## config.mk

```make
export PLATFORM = sky130hd
export DESIGN_NAME = http_header_content_length_parser_top_flat
export DESIGN_NICKNAME = d
export VERILOG_FILES = /design/src/design/hclp_pkg.sv /design/src/design/hclp_stream_if.sv /design/src/design/hclp_value_step.sv /design/src/design/http_header_content_length_parser_top.sv /design/src/flat_wrapper.sv
export SDC_FILE = /design/constraint.sdc
export NUM_CORES = 1
export LEC_CHECK = 0
export ABC_AREA = 1
export BUFFER_PORTS_ARGS = -buffer_cell sky130_fd_sc_hd__buf_2
export CORE_UTILIZATION = 57
export DETAILED_ROUTE_END_ITERATION = 10
export GPL_TIMING_DRIVEN = 0
export PLACE_DENSITY = 0.88
export SLEW_MARGIN = 20
export SYNTH_ARGS = -nofsm -noshare
export SYNTH_HDL_FRONTEND = slang
export SYNTH_HIERARCHICAL = 1
export SYNTH_SLANG_ARGS = --single-unit
```

## constraint.sdc

```tcl
create_clock -name clock -period 5.3 [get_ports clock]
set_clock_uncertainty 0.1 [all_clocks]
set_input_delay 0.265 -clock clock [delete_from_list [all_inputs] [get_ports clock]]
set_output_delay 0.265 -clock clock [all_outputs]
set_load 0.005 [all_outputs]
```

## src/design/hclp_pkg.sv

```systemverilog
package hclp_pkg;

   // Fixed payload widths
   localparam int BYTE_BITS           = 8;
   localparam int CONTENT_LENGTH_BITS = 31;

   // Character codes
   localparam logic [BYTE_BITS-1:0] CHAR_COLON = 8'h3A;
   localparam logic [BYTE_BITS-1:0] CHAR_LF    = 8'h0A;
   localparam logic [BYTE_BITS-1:0] CHAR_CR    = 8'h0D;
   localparam logic [BYTE_BITS-1:0] CHAR_TAB   = 8'h09;
   localparam logic [BYTE_BITS-1:0] CHAR_SPACE = 8'h20;
   localparam logic [BYTE_BITS-1:0] CHAR_PLUS  = 8'h2B;
   localparam logic [BYTE_BITS-1:0] CHAR_MINUS = 8'h2D;
   localparam logic [BYTE_BITS-1:0] CHAR_ZERO  = 8'h30;
   localparam logic [BYTE_BITS-1:0] CHAR_NINE  = 8'h39;

   // Header name that carries the body length
   localparam int NAME_LEN = 14;
   localparam int NAME_COUNT_BITS = 4;
   localparam logic [8*NAME_LEN-1:0] MATCH_NAME = "Content-Length";

   typedef enum logic [1:0] {
      VALUE_SKIP   = 2'd0,
      VALUE_DIGITS = 2'd1,
      VALUE_DONE   = 2'd2
   } value_mode_type;

   typedef struct packed {
      value_mode_type mode;
      logic           negative;
   } value_state_type;

   typedef struct packed {
      logic [BYTE_BITS-1:0] data_byte;
   } req_payload_type;

   typedef struct packed {
      logic [BYTE_BITS-1:0]           echo_byte;
      logic                           in_header;
      logic                           in_value;
      logic                           line_end;
      logic                           header_end;
      logic                           body_byte;
      logic                           body_last;
      logic                           beyond_body;
      logic                           length_known;
      logic [CONTENT_LENGTH_BITS-1:0] content_length;
   } rsp_payload_type;

   // Character of the match name at a position, zero past its end
   function automatic logic [BYTE_BITS-1:0] name_char(input logic [NAME_COUNT_BITS-1:0] idx);
      logic [BYTE_BITS-1:0] ch;
      ch = '0;
      for (int i = 0; i < NAME_LEN; i++) begin
         if (idx == NAME_COUNT_BITS'(i)) begin
            ch = MATCH_NAME[8*(NAME_LEN-1-i) +: 8];
         end
      end
      return ch;
   endfunction

endpackage

```

## src/design/hclp_stream_if.sv

```systemverilog
interface hclp_stream_if #(
   parameter type payload_type = logic
) ();
   logic        valid;
   logic        ready;
   payload_type data;

   modport source (output valid, output data, input ready);
   modport sink   (input valid, input data, output ready);
endinterface

```

## src/design/hclp_value_step.sv

```systemverilog
// One byte of the atoi-style value scan: skip whitespace, take a sign,
// accumulate decimal digits with saturation at all ones.
module hclp_value_step #(
   parameter int WIDTH = 31
) (
   input  logic [hclp_pkg::BYTE_BITS-1:0] data_byte,
   input  hclp_pkg::value_state_type      state_cur,
   input  logic [WIDTH-1:0]               acc_cur,
   output hclp_pkg::value_state_type      state_nxt,
   output logic [WIDTH-1:0]               acc_nxt
);

   logic             is_digit;
   logic             is_space;
   logic [WIDTH+3:0] acc_times_ten;
   logic [WIDTH-1:0] acc_step;

   assign is_digit = (data_byte >= hclp_pkg::CHAR_ZERO) && (data_byte <= hclp_pkg::CHAR_NINE);
   assign is_space = (data_byte == hclp_pkg::CHAR_SPACE) ||
                     ((data_byte >= hclp_pkg::CHAR_TAB) && (data_byte <= hclp_pkg::CHAR_CR));

   // acc * 10 + digit as shift-and-add; any bit above WIDTH means saturate
   assign acc_times_ten = {3'b000, acc_cur, 1'b0} + {1'b0, acc_cur, 3'b000} +
                          (WIDTH+4)'(data_byte - hclp_pkg::CHAR_ZERO);
   assign acc_step = (|acc_times_ten[WIDTH+3:WIDTH]) ? {WIDTH{1'b1}} :
                                                        acc_times_ten[WIDTH-1:0];

   always_comb begin
      state_nxt = state_cur;
      acc_nxt   = acc_cur;
      case (state_cur.mode)
         hclp_pkg::VALUE_SKIP: begin
            if (is_space) begin
               state_nxt = state_cur;
            end else if ((data_byte == hclp_pkg::CHAR_PLUS) ||
                         (data_byte == hclp_pkg::CHAR_MINUS)) begin
               state_nxt.negative = (data_byte == hclp_pkg::CHAR_MINUS);
               state_nxt.mode     = hclp_pkg::VALUE_DIGITS;
            end else if (is_digit) begin
               state_nxt.mode = hclp_pkg::VALUE_DIGITS;
               acc_nxt        = acc_step;
            end else begin
               state_nxt.mode = hclp_pkg::VALUE_DONE;
            end
         end
         hclp_pkg::VALUE_DIGITS: begin
            if (is_digit) begin
               acc_nxt = acc_step;
            end else begin
               state_nxt.mode = hclp_pkg::VALUE_DONE;
            end
         end
         default: begin
            state_nxt = state_cur;
         end
      endcase
   end

endmodule

```

## src/design/http_header_content_length_parser_top.sv

```systemverilog
// Path: a transferred byte passes one input register, then one result register,
//   before it shows on the result channel.
// Throughput: one byte per cycle, every cycle, unless the result side stalls.
// Backpressure: the input register holds while the result register is full and stalled.
// Reset (synchronous, active high): header phase, line start, no length known.
module http_header_content_length_parser_top #(
   parameter int LENGTH_BITS = 31
) (
   input  logic                clock,
   input  logic                reset,
   hclp_stream_if.sink         req_chan,
   hclp_stream_if.source       rsp_chan
);

   typedef enum logic [1:0] {
      PHASE_HEADER  = 2'd0,
      PHASE_COUNTED = 2'd1,
      PHASE_OPEN    = 2'd2
   } phase_type;

   // Input stage
   logic                            in_valid_ff, in_valid_in;
   logic [hclp_pkg::BYTE_BITS-1:0]  in_byte_ff,  in_byte_in;

   // Result stage
   logic                            rsp_valid_ff, rsp_valid_in;
   hclp_pkg::rsp_payload_type       rsp_data_ff,  rsp_data_in;

   // Parser state
   phase_type                             phase_ff,           phase_in;
   logic                                  prev_was_cr_ff,     prev_was_cr_in;
   logic                                  at_line_start_ff,   at_line_start_in;
   logic                                  line_name_empty_ff, line_name_empty_in;
   logic                                  colon_seen_ff,      colon_seen_in;
   logic [hclp_pkg::NAME_COUNT_BITS-1:0]  name_count_ff,      name_count_in;
   logic                                  name_mismatch_ff,   name_mismatch_in;
   hclp_pkg::value_state_type             value_state_ff,     value_state_in;
   logic [LENGTH_BITS-1:0]                value_acc_ff,       value_acc_in;
   logic                                  length_found_ff,    length_found_in;
   logic [LENGTH_BITS-1:0]                length_ff,          length_in;
   logic [LENGTH_BITS-1:0]                remaining_ff,       remaining_in;

   logic                            stage_go;
   logic [hclp_pkg::BYTE_BITS-1:0]  cur_byte;
   hclp_pkg::value_state_type       value_state_step;
   logic [LENGTH_BITS-1:0]          value_acc_step;

   // Move the input register into the result register when it holds a byte
   // and the result slot is empty or being drained this cycle.
   assign stage_go       = in_valid_ff && (!rsp_valid_ff || rsp_chan.ready);
   assign req_chan.ready = !in_valid_ff || stage_go;
   assign cur_byte       = in_byte_ff;

   assign rsp_chan.valid = rsp_valid_ff;
   assign rsp_chan.data  = rsp_data_ff;

   hclp_value_step #(
      .WIDTH (LENGTH_BITS)
   ) u_value_step (
      .data_byte (cur_byte),
      .state_cur (value_state_ff),
      .acc_cur   (value_acc_ff),
      .state_nxt (value_state_step),
      .acc_nxt   (value_acc_step)
   );

   // Handshake bookkeeping for both registers
   always_comb begin
      in_valid_in = in_valid_ff;
      in_byte_in  = in_byte_ff;
      if (req_chan.valid && req_chan.ready) begin
         in_valid_in = 1'b1;
         in_byte_in  = req_chan.data.data_byte;
      end else if (stage_go) begin
         in_valid_in = 1'b0;
      end

      rsp_valid_in = rsp_valid_ff;
      if (stage_go) begin
         rsp_valid_in = 1'b1;
      end else if (rsp_chan.ready) begin
         rsp_valid_in = 1'b0;
      end
   end

   // Per-byte parse: tag the byte and advance the line and body state
   always_comb begin
      logic start;
      logic new_line;

      phase_in           = phase_ff;
      prev_was_cr_in     = prev_was_cr_ff;
      at_line_start_in   = at_line_start_ff;
      line_name_empty_in = line_name_empty_ff;
      colon_seen_in      = colon_seen_ff;
      name_count_in      = name_count_ff;
      name_mismatch_in   = name_mismatch_ff;
      value_state_in     = value_state_ff;
      value_acc_in       = value_acc_ff;
      length_found_in    = length_found_ff;
      length_in          = length_ff;
      remaining_in       = remaining_ff;

      rsp_data_in           = '0;
      rsp_data_in.echo_byte = cur_byte;

      start    = at_line_start_ff;
      new_line = 1'b0;

      case (phase_ff)
         PHASE_HEADER: begin
            rsp_data_in.in_header = 1'b1;
            if ((cur_byte == hclp_pkg::CHAR_COLON) && !colon_seen_ff) begin
               // First colon splits name from value; the name must be complete
               rsp_data_in.in_value = 1'b1;
               line_name_empty_in   = start;
               if (name_count_ff != hclp_pkg::NAME_COUNT_BITS'(hclp_pkg::NAME_LEN)) begin
                  name_mismatch_in = 1'b1;
               end
               colon_seen_in    = 1'b1;
               at_line_start_in = 1'b0;
               prev_was_cr_in   = 1'b0;
            end else if ((cur_byte == hclp_pkg::CHAR_LF) && prev_was_cr_ff) begin
               // CR LF closes the line; an empty name closes the header
               rsp_data_in.in_value = colon_seen_ff;
               rsp_data_in.line_end = 1'b1;
               if (line_name_empty_ff) begin
                  rsp_data_in.header_end = 1'b1;
                  if (length_found_ff) begin
                     phase_in     = PHASE_COUNTED;
                     remaining_in = length_ff;
                  end else begin
                     phase_in = PHASE_OPEN;
                  end
               end else if (colon_seen_ff && !name_mismatch_ff && !length_found_ff) begin
                  // Take only the first matching line; negative reads as zero
                  length_found_in = 1'b1;
                  length_in       = value_state_ff.negative ? '0 : value_acc_ff;
               end
               new_line       = 1'b1;
               prev_was_cr_in = 1'b0;
            end else begin
               rsp_data_in.in_value = colon_seen_ff;
               if (colon_seen_ff) begin
                  value_state_in = value_state_step;
                  value_acc_in   = value_acc_step;
               end else begin
                  if ((name_count_ff < hclp_pkg::NAME_COUNT_BITS'(hclp_pkg::NAME_LEN)) &&
                      (cur_byte == hclp_pkg::name_char(name_count_ff))) begin
                     name_count_in = name_count_ff + 1'b1;
                  end else begin
                     name_mismatch_in = 1'b1;
                  end
                  line_name_empty_in = start && (cur_byte == hclp_pkg::CHAR_CR);
               end
               at_line_start_in = 1'b0;
               prev_was_cr_in   = (cur_byte == hclp_pkg::CHAR_CR);
            end
         end
         PHASE_COUNTED: begin
            // Count declared body bytes down; flag the overrun
            if (remaining_ff != '0) begin
               rsp_data_in.body_byte = 1'b1;
               rsp_data_in.body_last = (remaining_ff == LENGTH_BITS'(1));
               remaining_in          = remaining_ff - 1'b1;
            end else begin
               rsp_data_in.beyond_body = 1'b1;
            end
         end
         default: begin
            rsp_data_in.body_byte = 1'b1;
         end
      endcase

      if (new_line) begin
         at_line_start_in   = 1'b1;
         line_name_empty_in = 1'b0;
         colon_seen_in      = 1'b0;
         name_count_in      = '0;
         name_mismatch_in   = 1'b0;
         value_state_in     = '{mode: hclp_pkg::VALUE_SKIP, negative: 1'b0};
         value_acc_in       = '0;
      end

      // Length fields reflect the state after this byte
      rsp_data_in.length_known   = length_found_in;
      rsp_data_in.content_length = hclp_pkg::CONTENT_LENGTH_BITS'(length_in);
   end

   // Payload registers: no reset needed
   always_ff @(posedge clock) begin
      in_byte_ff <= in_byte_in;
      if (stage_go) begin
         rsp_data_ff <= rsp_data_in;
      end
   end

   // Control and parser state
   always_ff @(posedge clock) begin
      if (reset) begin
         in_valid_ff        <= 1'b0;
         rsp_valid_ff       <= 1'b0;
         phase_ff           <= PHASE_HEADER;
         prev_was_cr_ff     <= 1'b0;
         at_line_start_ff   <= 1'b1;
         line_name_empty_ff <= 1'b0;
         colon_seen_ff      <= 1'b0;
         name_count_ff      <= '0;
         name_mismatch_ff   <= 1'b0;
         value_state_ff     <= '{mode: hclp_pkg::VALUE_SKIP, negative: 1'b0};
         value_acc_ff       <= '0;
         length_found_ff    <= 1'b0;
         length_ff          <= '0;
         remaining_ff       <= '0;
      end else begin
         in_valid_ff  <= in_valid_in;
         rsp_valid_ff <= rsp_valid_in;
         // Advance parse state only on a byte that moves into the result slot
         if (stage_go) begin
            phase_ff           <= phase_in;
            prev_was_cr_ff     <= prev_was_cr_in;
            at_line_start_ff   <= at_line_start_in;
            line_name_empty_ff <= line_name_empty_in;
            colon_seen_ff      <= colon_seen_in;
            name_count_ff      <= name_count_in;
            name_mismatch_ff   <= name_mismatch_in;
            value_state_ff     <= value_state_in;
            value_acc_ff       <= value_acc_in;
            length_found_ff    <= length_found_in;
            length_ff          <= length_in;
            remaining_ff       <= remaining_in;
         end
      end
   end

   // Once a length is taken it stays taken until reset
   a_length_sticky: assert property (@(posedge clock) disable iff (reset)
      !$fell(length_found_ff))
      else $error("length_found dropped without reset");

   // A last body byte is always a body byte
   a_last_is_body: assert property (@(posedge clock) disable iff (reset)
      rsp_valid_ff && rsp_data_ff.body_last |-> rsp_data_ff.body_byte)
      else $error("body_last without body_byte");

   // Header end is a line end inside the header
   a_header_end_tags: assert property (@(posedge clock) disable iff (reset)
      rsp_valid_ff && rsp_data_ff.header_end |->
         rsp_data_ff.line_end && rsp_data_ff.in_header)
      else $error("header_end without line_end/in_header");

   // Body and header tags never overlap
   a_body_not_header: assert property (@(posedge clock) disable iff (reset)
      rsp_valid_ff && (rsp_data_ff.body_byte || rsp_data_ff.beyond_body) |->
         !rsp_data_ff.in_header)
      else $error("body byte tagged as header");

   // No length reported before one is known
   a_length_zero_unknown: assert property (@(posedge clock) disable iff (reset)
      rsp_valid_ff && !rsp_data_ff.length_known |-> rsp_data_ff.content_length == '0)
      else $error("content_length nonzero while unknown");

endmodule

```

## src/flat_wrapper.sv

```systemverilog
// flat-port wrapper written by rule: the top's interface ports become plain ports
module http_header_content_length_parser_top_flat import hclp_pkg::*;
#(
   parameter int LENGTH_BITS = 31
)
  (clock, reset, req_chan_valid, req_chan_data, req_chan_ready, rsp_chan_valid, rsp_chan_data, rsp_chan_ready);
  hclp_stream_if #(.payload_type(req_payload_type)) req_chan_i ();
  hclp_stream_if #(.payload_type(rsp_payload_type)) rsp_chan_i ();
  input  logic clock;
  input  logic reset;
  input wire logic [$bits(req_chan_i.valid)-1:0] req_chan_valid;
  input wire logic [$bits(req_chan_i.data)-1:0] req_chan_data;
  output wire logic [$bits(req_chan_i.ready)-1:0] req_chan_ready;
  output wire logic [$bits(rsp_chan_i.valid)-1:0] rsp_chan_valid;
  output wire logic [$bits(rsp_chan_i.data)-1:0] rsp_chan_data;
  input wire logic [$bits(rsp_chan_i.ready)-1:0] rsp_chan_ready;
  assign req_chan_i.valid = req_chan_valid;
  assign req_chan_i.data = req_chan_data;
  assign req_chan_ready = req_chan_i.ready;
  assign rsp_chan_valid = rsp_chan_i.valid;
  assign rsp_chan_data = rsp_chan_i.data;
  assign rsp_chan_i.ready = rsp_chan_ready;
  http_header_content_length_parser_top #(.LENGTH_BITS(LENGTH_BITS)) u_core (.clock(clock), .reset(reset), .req_chan(req_chan_i), .rsp_chan(rsp_chan_i));
endmodule
```

==> results of run 1 <==
-- area by class of cell --
class / count / share of cell area
clock inverters: 15 / 0.00964
clock buffers: 17 / 0.0298
flip-flops and latches: 165 / 0.270
repair buffers: 69 / 0.0291
plain buffers: 75 / 0.0279
multi-input cells: 1426 / 0.529
well taps: 280 / 0.0245
inverters: 307 / 0.0807
-- routing by layer --
metal	global-route usage	share of wire	vias to the layer above	wire (µm)
li1	-	-	6473	-
met5	0	0	-	0
met3	0.0438	0.072	105	2590
met1	0.406	0.42	6038	15100
met2	0.522	0.47	542	16700
met4	0.146	0.036	0	1300
-- sequential cells by signal (all words and copies together), names as in the netlist --
signal	cells
u_core/rsp_chan.data	47
u_core/value_state_ff	3
u_core/colon_seen_ff	1
u_core/length_found_ff	1
u_core/at_line_start_ff	1
u_core/length_ff	31
u_core/phase_ff	2
u_core/line_name_empty_ff	1
u_core/name_count_ff	4
u_core/in_valid_ff	1
u_core/rsp_chan.valid	1
u_core/value_acc_ff	31
u_core/remaining_ff	31
u_core/name_mismatch_ff	1
u_core/prev_was_cr_ff	1
u_core/cur_byte	8
-- cells by family (layout without fill, tap and decap cells) --
logic type,count (synthesis),in the layout,synth area share
fa+ha+maj,75,75,0.0899
buf+inv,382,483,0.120
compound gates,328,328,0.141
xor+xnor,25,25,0.0169
simple gates,998,998,0.335
flops,165,165,0.298
-- cell usage after synthesis, drive strengths merged --
master / number / share of area
a21o: 1 / 0.00058
nor2: 194 / 0.064
xnor2: 7 / 0.0047
o21a: 1 / 0.00058
nor4b: 1 / 0.00068
o22ai: 4 / 0.0019
nand3b: 3 / 0.0020
a31oi: 8 / 0.0039
clkbuf: 48 / 0.014
edfxtp: 55 / 0.13
a31o: 1 / 0.00068
o21bai: 5 / 0.0029
or2: 3 / 0.0016
a22oi: 19 / 0.011
buf: 27 / 0.017
o31ai: 1 / 0.00058
nand4: 10 / 0.0058
nor4: 2 / 0.0021
a21boi: 1 / 0.00058
o211ai: 3 / 0.0017
a21oi: 161 / 0.063
and2: 2 / 0.0011
a211oi: 8 / 0.0073
and3: 2 / 0.00097
xor2: 18 / 0.012
inv: 307 / 0.089
dfxtp: 110 / 0.17
nand3: 155 / 0.067
nor3: 20 / 0.0098
nand2: 606 / 0.18
fa: 30 / 0.046
o21ai: 115 / 0.046
ha: 45 / 0.043
-- metrics by stage --
| step | util | setup slack (ps) | cell area, µm² | instances |
|---|---|---|---|---|
| 6_report | 0.648 | 970 | 14300 | 2354 |
| 5_1_grt | 0.648 | 625 | 14300 | 2354 |
| 4_1_cts | 0.648 | 1010 | 14300 | 2354 |
| 3_5_place_dp | 0.619 | 1050 | 13600 | 2314 |
| 3_3_place_gp | 0.617 | -488 | 13600 | 2312 |
| 2_1_floorplan | - | 320 | 12900 | 1973 |
-- worst max-delay path: stages, from the launching register on --
cell and delay [ps]:
edfxtp_1 520, ha_1 330, nor2_4 160, buf_12 210
inv_1 110, fa_1 500, inv_1 50, ha_1 370
a21oi_1 220, nand2_1 120, nand2_1 70, nand2_1 40
a21oi_1 180, nand2_1 70, nand2_1 70, nand2_2 80
nor2_8 180, buf_6 160, nand3_1 110, nand3_1 90
nand2_1 70, inv_1 70, nand2_1 60, a22oi_1 150
nor2_1 60
-- power breakdown --
group	switching, mW	internal, mW	total (mW)	leakage, nW
registers	0.0210	1.35	1.37	1.42
logic	0.207	0.110	0.317	5.55
clock network	0.574	0.621	1.19	0.274
total	0.802	2.08	2.88	7.24
-- how the worst max path moves through the flow --
stage | from | end | depth (start not counted)
global placement | u_core/cur_byte[5] | u_core/value_acc_ff[11] | 23
floorplan | u_core/cur_byte[5] | u_core/value_acc_ff[10] | 25
global route | u_core/cur_byte[6] | u_core/value_acc_ff[2] | 25
CTS | u_core/cur_byte[5] | u_core/value_acc_ff[1] | 24
detailed placement | u_core/cur_byte[5] | u_core/value_acc_ff[14] | 24
finish | u_core/cur_byte[5] | u_core/value_acc_ff[1] | 24
==> results.json, run 1 <==
{
  "crit_type": "flop to flop",
  "cts_resized": 0,
  "worstMarginPinSlew_ps": 736,
  "clockBufferDepth": 2,
  "hpwl_um": 27500,
  "outcome": "finished, violations left",
  "clk_pin_slew_ps": 70,
  "initial_core_util": 0.588,
  "nNetsFinal": 2148,
  "arrival_ps": 4530,
  "relSlewSlack": 0.509,
  "dieArea_um2": 23300,
  "num_vias": 13158,
  "regArea_um2": 3850,
  "cap_violations": 0,
  "grt_pass1_wl_um": 59100,
  "fillers": 1935,
  "fmax_mhz": 231,
  "cts_buffers": 17,
  "cts_tree": "done",
  "ctsHoldBuffers": 8,
  "vdd_drop_max_mv": 0.205,
  "syn2layout_area_growth_pct": 10.3,
  "holdCritPathClass": "input pin to flop",
  "cts_sinks": 165,
  "syn_area_um2": 12900,
  "min-delay-start": "rsp_chan_ready",
  "violations": "DRC",
  "clkLatencyLatePin_ps": 440,
  "die_y_um": 153,
  "syn_inst": 1973,
  "gr-total-overflow": 0,
  "drt_iter0_drc": 1273,
  "grt_usage": 0.315,
  "hold_violations": 0,
  "dr.pass1.iters": 9,
  "post-cts-setup-buffers": 0,
  "first_global_vias": 12366,
  "p_total_mw": 2.88,
  "critPathCaptureType": "flop",
  "ant_nets": 0,
  "power.density_nw_per_um2": 202,
  "antennaDiodeCount": 0,
  "final_cell_mix": "nand2_1, inv_1, nor2_1, a21oi_1, nand3_1",
  "syn_area_per_cell_um2": 6.56,
  "holdWs_ps": 34.9,
  "grt_max_degree": 27,
  "final_max_slew_viol_count": 0,
  "drt_wl_total_um": 35700,
  "clockRootBuffer": "clkbuf_16",
  "synth_nets": 2060,
  "holdPathStages": 4,
  "post-route-period-util": 0.817,
  "mostFrequentLayoutCell": "nand2_1",
  "start_kind": "flop",
  "gp_congestion": 0.957,
  "ys_warn_count": 6,
  "wl_per_cell_um": 15.2,
  "vias_per_cell": 5.59,
  "numPortBuffers": 59,
  "r2r_start": "u_core/cur_byte[5]",
  "cp_data_required_time_ps": 5500,
  "io_pins": 61,
  "antenna_found_initial": 0,
  "rows": 54,
  "worstHoldEndpoint": "u_core/rsp_chan.valid",
  "timing.final.crit_period_ps": 4330,
  "setup-violations-final": 0,
  "rsz0062_at_grt": "no",
  "die_x_um": 153,
  "multi_input_area_um2": 7550,
  "p_leak_nw": 7.24,
  "synth_cell_types": 57,
  "cts_max_level": 4,
  "drive_above_1_share": 0.103,
  "cp_max_fo": 25,
  "yosysSeqAreaShare": 0.298,
  "worstRegToRegCells": 24,
  "core_um2": 22000,
  "ys_ff_latch": 165,
  "finalSetupTns_ps": 0,
  "r2r_slack_ps": 970,
  "r2r-end": "u_core/value_acc_ff[1]",
  "drc": 7
}
No activity file was read; power rests on OpenSTA's default activity.
==> inputs of run 2 (changes only) <==
--- a/config.mk
+++ b/config.mk
@@ -5,12 +5,12 @@
 export SDC_FILE = /design/constraint.sdc
 export NUM_CORES = 1
 export LEC_CHECK = 0
-export ABC_AREA = 1
+export ABC_AREA = 0
 export BUFFER_PORTS_ARGS = -buffer_cell sky130_fd_sc_hd__buf_2
-export CORE_UTILIZATION = 57
+export CORE_UTILIZATION = 56
 export DETAILED_ROUTE_END_ITERATION = 10
 export GPL_TIMING_DRIVEN = 0
-export PLACE_DENSITY = 0.88
+export PLACE_DENSITY = 0.87
 export SLEW_MARGIN = 20
 export SYNTH_ARGS = -nofsm -noshare
 export SYNTH_HDL_FRONTEND = slang
==> constraint.sdc (replaced) <==
create_clock -name clock -period 3.8 [get_ports clock]
set_clock_uncertainty 0.1 [all_clocks]
set_input_delay 0.19 -clock clock [delete_from_list [all_inputs] [get_ports clock]]
set_output_delay 0.19 -clock clock [all_outputs]
set_load 0.005 [all_outputs]
==> results.json, run 2 <==
{
  "netlist_top_cells_count": "nand2_1, nor2_1, a21oi_1",
  "yosysTopAreaCell": "dfxtp_1",
  "r2r-end": "u_core/value_acc_ff[4]",
  "clk_pin_slew_ps": 70,
  "dieArea_um2": 19900,
  "cts_tree": "done",
  "worstRegToRegCells": 20,
  "syn_area_per_cell_um2": 8.36,
  "num_vias": 10838,
  "synth_mux_area_frac": 0.000926,
  "mostFrequentLayoutCell": "nand2_1",
  "postSynth.asyncResetShare": 0,
  "core_um2": 18800,
  "hpwl_um": 22600,
  "die_x_um": 141,
  "arrival_ps": 4710,
  "largest_register_ff_count": 47,
  "cp_max_fo": 8,
  "timing.final.crit_period_ps": 4520,
  "synthFlopType": "dfxtp_1",
  "setup-violations-final": 31,
  "wl_per_cell_um": 19.4,
  "yosysTopAreaCellShare": 0.204,
  "utilization": 0.682,
  "post-route-period-util": 1.19,
  "syn_area_um2": 10800,
  "yosysSeqAreaShare": 0.356,
  "ys_warn_count": 6,
  "die_y_um": 141,
  "initial_core_util": 0.574,
  "numPortBuffers": 59,
  "r2r_start": "u_core/cur_byte[5]",
  "rows": 50,
  "hold_violations": 0,
  "yosysMostFrequentCell": "nand2_1",
  "gr-total-overflow": 0,
  "synthSimpleGateAreaFrac": 0.223,
  "cts_buffers": 17,
  "fmax_mhz": 221,
  "antennaDiodeCount": 0,
  "cp_data_required_time_ps": 3990,
  "io_pins": 61,
  "final_max_slew_viol_count": 0,
  "first_global_vias": 10116,
  "power.density_nw_per_um2": 306,
  "clkLatencyLatePin_ps": 440,
  "antenna_found_initial": 0,
  "post-place-ws_ps": -1510,
  "multi_input_area_um2": 6800,
  "dr.pass1.iters": 7,
  "regArea_um2": 3850,
  "holdWs_ps": 246,
  "finalWorstSetupSlack_ps": -716,
  "vias_per_cell": 6.44,
  "final_cell_mix": "nand2_1, nor2_1, dfxtp_1, a21oi_1, o21ai_0",
  "p_leak_nw": 4.71,
  "drive_above_1_share": 0.161,
  "cts_max_level": 4,
  "grt_pass1_wl_um": 50800,
  "holdCritPathClass": "input pin to flop",
  "drt_iter0_drc": 1350,
  "clockBufferDepth": 2,
  "worstMarginPinSlew_ps": 782,
  "yosys.area_share.adder": 0.108,
  "drt_wl_total_um": 32600,
  "cap_violations": 0,
  "r2r_slack_ps": -720,
  "synthTopCellsByArea": "dfxtp_1, edfxtp_1, fa_1",
  "clockRootBuffer": "clkbuf_16",
  "drc": 0,
  "outcome": "finished, violations left",
  "synth_top_family_by_area": "compound AO/OA/AOI/OAI gates",
  "synth_edf_count": 55,
  "vdd_drop_max_mv": 0.287,
  "syn_inst": 1293,
  "violations": "setup timing",
  "p_total_mw": 3.93,
  "relSlewSlack": 0.471,
  "syn2layout_area_growth_pct": 18.7,
  "nNetsFinal": 1497,
  "synth_compound_area_frac": 0.234,
  "synth_xor_xnor_area_share": 0.0284,
  "ant_nets": 0,
  "gp_congestion": 0.976,
  "synth_cell_types": 77,
  "worstHoldEndpoint": "u_core/remaining_ff[30]",
  "grt_max_degree": 31,
  "synth_nets": 1380,
  "start_kind": "flop",
  "critPathCaptureType": "flop",
  "holdPathStages": 3,
  "cts_sinks": 165,
  "fillers": 1407,
  "grt_usage": 0.323,
  "crit_type": "flop to flop",
  "min-delay-start": "reset",
  "ys_ff_latch": 165,
  "rsz0062_at_grt": "yes"
}
==> run 2: area by class of cell <==
type                            instances  share of cell area
Tap cell                              260              0.0253
Timing Repair inverter                  1            0.000585
Inverter                               36              0.0108
Clock inverter                         15              0.0131
Buffer                                 91              0.0348
Timing Repair Buffer                  100              0.0524
Sequential cell                       165               0.300
Multi-Input combinational cell        998               0.530
Clock buffer                           17              0.0331
==> run 2: how the worst max path moves through the flow <==
| stage | from | endpoint | slack, ps | cells past startpoint |
|---|---|---|---|---|
| after floorplan | u_core/cur_byte[5] | u_core/value_acc_ff[10] | -690 | 17 |
| after global placement | u_core/cur_byte[5] | u_core/value_acc_ff[30] | -1430 | 17 |
| after detailed placement | u_core/cur_byte[4] | u_core/value_acc_ff[7] | -1510 | 17 |
| after CTS | u_core/cur_byte[4] | u_core/value_acc_ff[9] | -610 | 19 |
| after global routing | u_core/cur_byte[5] | u_core/value_acc_ff[4] | -850 | 19 |
| final | u_core/cur_byte[5] | u_core/value_acc_ff[4] | -720 | 20 |
==> run 2: worst max-delay path, stage by stage, from the launching register on <==
cell and delay, ps:
edfxtp_1 400, ha_2 210, or3_4 400, clkinvlp_4 120
buf_12 140, fa_1 430, ha_1 300, clkbuf_4 200
nand3_2 110, nor3_4 290, a311oi_2 160, o21ai_2 130
buf_4 160, a32o_1 190, o21ai_2 80, a211oi_4 240
buf_6 160, buf_6 130, a31oi_1 120, a22oi_1 220
nor2_1 70
==> run 2: repair_timing <==
action,in CTS,in global routing
gates resized for setup,39,63
setup endpoints to repair,31,31
gates cloned,4,0
pin swaps,18,34
hold buffers,10,0
buffers inserted,17,10
endpoints found under the hold margin,10,0
==> run 2: cell families after synthesis <==
logic type               Yosys count
adder cells (fa/ha/maj)           75
AO/OA/AOI/OAI                    397
multiplexers                       1
AND/OR/NAND/NOR                  490
buffers and inverters            130
XOR/XNOR                          35
flip-flops                       165
==> run 2: layer usage <==
layer,vias up,GRT usage,part of all wire,wire length (µm)
li1,4962,-,-,-
met4,0,0.174,0.049,1620
met2,689,0.536,0.48,15500
met3,143,0.0537,0.091,2970
met1,5044,0.404,0.38,12500
met5,-,0,0,0
==> run 2: power breakdown <==
group / switching, mW / internal (mW) / total, mW
combinational: 0.208 / 0.124 / 0.332
clock: 0.749 / 0.984 / 1.73
sequential: 0.0146 / 1.85 / 1.86
total: 0.971 / 2.95 / 3.93
==> run 2: metrics by stage <==
step	std cells	cell area (µm²)	setup TNS, ps
global placement	1612	11500	-42320
floorplan	1293	10800	-20970
global route	1683	12800	-24050
finish	1683	12800	-19730
detailed placement	1613	11500	-44730
CTS	1674	12500	-18100
